$ cat src/design/cpq_pkg.sv
// Shared types and constants for the convex polygon point query block.
package cpq_pkg;

    // Command codes carried on the input beat's tuser
    typedef enum logic [1:0] {
        CMD_CLEAR  = 2'd0,
        CMD_APPEND = 2'd1,
        CMD_QUERY  = 2'd2
    } cmd_code_t;

    typedef enum logic [1:0] {
        ST_IDLE,
        ST_WALK,
        ST_DRAIN
    } state_t;

    // Result count fields are 5 bits wide, counts above that wrap
    localparam int CNT_OUT_W = 5;
    typedef logic [CNT_OUT_W-1:0] cnt_out_t;

    // Result beat: inside, nearest edge, vertex total, dropped, padded to 16
    localparam int OUT_USED_W = 2 + 2 * CNT_OUT_W;
    localparam int OUT_DW     = 16;

    // Smallest vertex count that makes a polygon
    localparam int MIN_CORNERS = 3;

    typedef struct packed {
        logic clear;
        logic append;
        logic start;
        logic read;
        logic load;
    } ctrl_cmd_t;

    typedef struct packed {
        logic enough;
        logic read_last;
        logic busy;
        logic out_free;
    } dp_sts_t;

endpackage

$ cat src/design/cpq_ctrl.sv
// Controller state machine for the convex polygon point query block.
module cpq_ctrl (
    input  logic                clk,
    input  logic                rst_n,
    input  logic                in_valid,
    input  logic [1:0]          in_kind,
    output logic                in_ready,
    input  cpq_pkg::dp_sts_t    sts,
    output cpq_pkg::ctrl_cmd_t  cmd
);

    cpq_pkg::state_t state_reg;
    cpq_pkg::state_t state_next;

    always_ff @(posedge clk or negedge rst_n)
    begin
        if (!rst_n)
        begin
            state_reg <= cpq_pkg::ST_IDLE;
        end
        else
        begin
            state_reg <= state_next;
        end
    end

    always_comb
    begin
        state_next = state_reg;
        cmd        = '0;
        in_ready   = 1'b0;
        case (state_reg)
            cpq_pkg::ST_IDLE:
            begin
                in_ready = 1'b1;
                if (in_valid)
                begin
                    case (in_kind)
                        cpq_pkg::CMD_CLEAR:  cmd.clear  = 1'b1;
                        cpq_pkg::CMD_APPEND: cmd.append = 1'b1;
                        cpq_pkg::CMD_QUERY:
                        begin
                            cmd.start  = 1'b1;
                            // too few vertices: skip the edge walk
                            state_next = sts.enough ? cpq_pkg::ST_WALK : cpq_pkg::ST_DRAIN;
                        end
                        default: state_next = cpq_pkg::ST_IDLE;
                    endcase
                end
            end
            cpq_pkg::ST_WALK:
            begin
                cmd.read = 1'b1;
                if (sts.read_last)
                begin
                    state_next = cpq_pkg::ST_DRAIN;
                end
            end
            cpq_pkg::ST_DRAIN:
            begin
                if (!sts.busy && sts.out_free)
                begin
                    cmd.load   = 1'b1;
                    state_next = cpq_pkg::ST_IDLE;
                end
            end
            default: state_next = cpq_pkg::ST_IDLE;
        endcase
    end

endmodule

$ cat config.mk
export PLATFORM = sky130hd
export DESIGN_NAME = cpq_ctrl
export DESIGN_NICKNAME = d
export VERILOG_FILES = /design/src/design/cpq_pkg.sv /design/src/design/cpq_ctrl.sv
export SDC_FILE = /design/constraint.sdc
export NUM_CORES = 1
export LEC_CHECK = 0
export ABC_AREA = 1
export BUFFER_PORTS_ARGS = -buffer_cell sky130_fd_sc_hd__buf_4
export CAP_MARGIN = 10
export CORE_AREA = 8 8 45 47
export DETAILED_ROUTE_END_ITERATION = 8
export DIE_AREA = 0 0 53 55
export MAX_ROUTING_LAYER = met4
export SLEW_MARGIN = 20
export SYNTH_ARGS = -nofsm -noshare
export SYNTH_HDL_FRONTEND = slang
export SYNTH_SLANG_ARGS = --single-unit
$ cat constraint.sdc
create_clock -name clk -period 0.99 [get_ports clk]
set_input_delay 0.0495 -clock clk [delete_from_list [all_inputs] [get_ports clk]]
set_output_delay 0.0495 -clock clk [all_outputs]
set_load 0.02 [all_outputs]
==> reports/qor.txt, run 1 <==
HPWL after detailed placement: 512 um
Skew final: 1.04 ps
Drt drc: 0
Worst path slowest cell: dfrtp_2
Gr busiest metal: met2
Die width: 53 um
HP Class: input pin to flop
Worst Setup End Kind: primary output
WS Path Type: flop to primary output
Via count: 290
H-tree depth: 1
Number of synthesized register bits: 2
Slew HR: 87.9%
Grt met3 use: 4.28%
Number of global-route vias before repair: 322
Synth Net Count: 37
Sw Ratio: 39.8%
WP data required: 940 ps
Longest Clk Path Bufs: 2
Failing checks: negative setup slack
Final hold viol count: 0
Max FFs per register: 2
Worst path top cell family by delay: flip-flops
CP Cell Sequence: nor2_4 > buf_4 > buf_6 > buf_6 > buf_6
Top Ports: 15
Number of CTS-inserted buffers: 3
Crit path buf inv count: 4
Tmin final: 1210 ps
Reg power frac: 13.3%
Fmax: 0.826 GHz
Final setup violation count: 8
Status: finished, violations left
Clock transition at path regs: 30 ps
Post-DP Area: 345 um^2
P_leak: 0.000230 uW
Final WL: 743 um
Clock power share: 16.8%
Final Max Tran Viols: 0
GR Util met2: 9.18%
Synth warn: 0
Largest net degree at the start of global routing: 5
Int Pwr: 675 uW
Register area share after synthesis: 29.9%
Post-synth cell types: 12
Grt ovf: 0
Initial DRC Count: 4
Gr usage total: 6.30%
Slowest stage delay, CP: 420 ps
Antenna violations before repair: 0
Initial Utilization: 12.1%
Combinational power share: 69.8%
RD Place Congestion: 0.697
Die area: 0.00292 mm^2
CP arrival: 1160 ps
Worst setup margin: -221 ps
CP max FO: 3
Maximum VDD drop: 0.771 mV
Final Non-Filler Cells: 70
Mapped cell area: 168 um^2
Final period utilization: 122%
Met1 Use GR: 5.16%
Worst Max-Slew Pin Slew: 181 ps
Design Area, Final: 472 um^2
1st-pass router iterations: 4
Sink Count: 2
Power per cell area: 2380 mW/mm^2
Clk_lat worst skew: 230 ps
Proportion of layout cells with a drive suffix above 1: 66.7%
Wire length per cell: 10.6 um
Post-synth top area cell: dfrtp_1
Die Ht: 55 um
Vias per cell: 4.14
Placeable Area: 0.00138 mm^2
Most frequent CP cell: buf_6
CTS tree: done
Num rows: 14
Top post-synthesis cells by area: dfrtp_1 (30%), nor2_1 (11%), nand3_1 (9.0%), inv_1 (9.0%), nand2_1 (9.0%)
RSZ-0062 raised after global routing: true
Crit start category: flop
First-pass GRT wire length: 1240 um
Top-area cell type share of the netlist area: 29.9%
# diodes: 0
Max Cap Viol: 0
Post-synthesis average cell area: 5.99 um^2
Fin nets: 65
Layout area overhead: 181%
IO Port Bufs: 14
Net switching power: 446 uW
Post-route ant nets: 0
Post-Syn Instances: 28
Root Buffer: clkbuf_4
Cell Count Post-Placement: 60
worst paths after layout:
check | slack, ps | depth (start not counted) | startpoint | to
max in group asynchronous | 750 | 2 | rst_n | state_reg[1]
worst min-delay path | 120 | 3 | sts[3] | state_reg[0]
min in group asynchronous | 150 | 2 | rst_n | state_reg[0]
worst min register to register | 670 | 2 | state_reg[0] | state_reg[0]
worst max register to register | -140 | 7 | state_reg[1] | state_reg[1]
worst max-delay path | -220 | 5 | state_reg[1] | in_ready
kinds of logic after synthesis:
logic type / share of synthesized area [%]
compound gates: 8.95
buf+inv: 13.4
flops: 29.9
simple gates: 47.8
repair_timing:
item                                   in CTS  in global routing
pin swaps                                   1                  2
hold buffers                                1                  0
gates resized for setup                     7                  7
endpoints found under the hold margin       2                  0
setup buffers                               3                  3
setup endpoints to repair                   7                  8
per-layer routing:
metal | share of wire [%] | vias to the layer above
met4 | 3.0 | 0
met5 | 0 | -
met3 | 16 | 2
li1 | - | 144
met2 | 47 | 16
met1 | 34 | 128
power by group through the flow:
stage                     Sequential (uW)  Clock, uW  Combinational (uW)
final                                 150        189                 782
after global routing                  153        206                 829
after CTS                             142        197                 600
after detailed placement              146          0                 462
after global placement                146          0                 461
after floorplan                       146          0                 266
cells in the final DEF, fill, tap and decap left out, types with 2 or more instances in the layout:
cell	instances
nor2_4	2
o21ai_1	2
nand2_1	4
inv_1	4
buf_6	7
dfrtp_2	2
clkbuf_4	3
nor4_4	2
nand3_1	2
buf_4	15
nor2_1	3
stage by stage:
step / total power, uW / TNS [ps] / hold WS (ps) / setup slack [ps] / util, %
3_3_place_gp: 607 / 0 / -166 / 8.45 / 25.0
2_1_floorplan: 412 / -246 / -246 / -64.7 / -
5_1_grt: 1190 / -1900 / 127 / -289 / 34.1
4_1_cts: 940 / -1040 / 105 / -207 / 30.8
3_5_place_dp: 608 / 0 / -166 / 12.2 / 25.0
6_report: 1120 / -1460 / 124 / -221 / 34.1
worst reg2reg max path, cell delays in order, from the launching register on:
cell	delay, ps
dfrtp_2	420
buf_4	140
buf_6	110
inv_4	50
nor2_1	30
nand2_1	80
nand3_2	80
o21ai_1	140
cell usage after synthesis:
cell type / n
a21oi_1: 1
dfrtp_1: 2
inv_1: 4
inv_2: 2
nand2_1: 4
nand3_1: 3
nand3b_1: 1
nor2_1: 5
nor2_2: 1
nor3_1: 1
nor4_1: 2
o21ai_1: 2
layout make-up:
class / count / area, um^2
clock buffers: 3 / 22.5
multi-input cells: 20 / 150
fillers: 157 / 912
flip-flops and latches: 2 / 52.6
inverters: 6 / 25.0
repair buffers: 23 / 201
well taps: 16 / 20.0
Power figures use the tool's default switching activity.
==> run 2, diff against run 1 <==
Settings changed: BUFFER_PORTS_ARGS -buffer_cell sky130_fd_sc_hd__buf_4 to not set, DONT_BUFFER_PORTS set to 1.
==> run 2 against run 1 <==
Against the previous run: the flow still finishes with violations (negative setup slack); non-clock buffer count shrank 9; fmax grew 2.3%; clock skew grew 1.8 ps; count of clock-buffer cells in the layout is the same; via count fell by 14%; critical path type unchanged; highest routed layer unchanged.
==> reports/qor.txt, run 2 (synthesized netlist as in run 1, its figures left out) <==
Status: finished, violations left
Failing checks: negative setup slack
Maximum VDD drop: 0.618 mV
Sw Ratio: 42.9%
Antenna violations before repair: 0
Tmin final: 1180 ps
Largest net degree at the start of global routing: 5
Register area: 52.6 um^2
R2r setup slk: -80 ps
RSZ-0062 raised after global routing: true
Post-route ant nets: 0
Int Pwr: 596 uW
Die area: 0.00292 mm^2
Worst Hold Slack: 39.2 ps
IO Port Bufs: 0
Clock power share: 18.0%
Layout area overhead: 144%
Die width: 53 um
Power per cell area: 2550 mW/mm^2
Commonest cells after routing, fill and taps aside: buf_4 (9), nand2_1 (4)
Post-DP Area: 278 um^2
Wire length per cell: 12.3 um
Drt drc: 0
Skew final: 2.80 ps
Reg power frac: 14.6%
CP arrival: 1130 ps
Proportion of layout cells with a drive suffix above 1: 66.7%
Grt ovf: 0
PnR Total Power: 1040 uW
CP max FO: 3
Worst setup margin: -193 ps
Finished Core Util: 29.6%
Vias per cell: 4.08
Design Area, Final: 409 um^2
Via count: 249
HPWL after detailed placement: 504 um
Clk_lat worst skew: 230 ps
Fin nets: 56
RD Place Congestion: 0.670
Setup TNS: -1130 ps
Longest Clk Path Bufs: 2
Crit start category: flop
HP Class: input pin to flop
First-pass GRT wire length: 1060 um
Sink Count: 2
Net switching power: 448 uW
Top Ports: 15
Fmax: 0.845 GHz
Number of CTS-inserted buffers: 3
Combinational power share: 67.3%
Final hold viol count: 0
Max FFs per register: 2
Root Buffer: clkbuf_4
Multi-input logic area: 165 um^2
Die Ht: 55 um
Gr usage total: 5.12%
Initial DRC Count: 2
Slew HR: 88.0%
Final setup violation count: 8
# diodes: 0
Number of global-route vias before repair: 263
Final Max Tran Viols: 0
Num rows: 14
H-tree depth: 1
Worst Max-Slew Pin Slew: 178 ps
Initial Utilization: 12.1%
Worst Setup End Kind: primary output
Placeable Area: 0.00138 mm^2
WS Path Type: flop to primary output
WP data required: 940 ps
CTS tree: done
1st-pass router iterations: 4
Clock transition at path regs: 30 ps
Fill cells: 163
P_leak: 0.000182 uW
Most common cell after layout, fill and taps aside: buf_4
Max Cap Viol: 0
Final period utilization: 120%
Final WL: 749 um
## run 2: cell count changes in the layout (fill, tap and decap cells not counted), sizes merged
| cell | previous run | this run |
|---|---|---|
| buf | 22 | 12 |
| dlygate4sd3 | 1 | 2 |
## run 2: power by group through the flow
stage / clock network (uW) / registers, uW / logic, uW
floorplan: 0 / 146 / 266
global placement: 0 / 146 / 419
detailed placement: 0 / 147 / 428
CTS: 189 / 141 / 567
global route: 210 / 159 / 750
finish: 188 / 153 / 703
## run 2: per-layer routing
metal	up-vias	GRT usage (%)	wire, um
met3	2	1.60	85
met4	0	5.17	10
li1	126	-	-
met1	109	5.32	276
met5	-	-	0
met2	12	7.42	377
## run 2: what timing repair did
| action | 4_1_cts | 5_1_grt |
|---|---|---|
| setup endpoints to repair | 6 | 8 |
| pin swaps | 2 | 2 |
| setup buffers | 3 | 2 |
| hold buffers | 2 | 0 |
| endpoints found under the hold margin | 3 | 0 |
| gates resized for setup | 7 | 9 |
| gates cloned | 0 | 0 |
## run 2: worst paths after layout
check | end | from | cells past startpoint
setup reg to reg | state_reg[0] | state_reg[0] | 5
min in group asynchronous | state_reg[1] | rst_n | 1
setup / recovery | cmd[4] | state_reg[0] | 4
hold reg to reg | state_reg[0] | state_reg[1] | 4
max in group asynchronous | state_reg[0] | rst_n | 1
hold / removal | state_reg[0] | in_kind[0] | 3
## run 2: layout make-up
| type | instances | area share [%] |
|---|---|---|
| Tap cell | 16 | 4.89 |
| Timing Repair Buffer | 14 | 29.7 |
| Inverter | 6 | 6.73 |
| Multi-Input combinational cell | 20 | 40.4 |
| Clock buffer | 3 | 5.50 |
| Sequential cell | 2 | 12.8 |
## run 2: worst max-delay path, cell delays in order, from the launching register on
cell and delay (ps):
dfrtp_2 420, nor2_4 140, inv_4 60, nor4_4 120, buf_4 170
## run 2: per-stage QoR
stage                     instances  setup WS, ps
after detailed placement         51          4.92
final                            61          -193
after global routing             61          -251
after CTS                        59          -209
after floorplan                  28         -64.7
after global placement           51          4.26
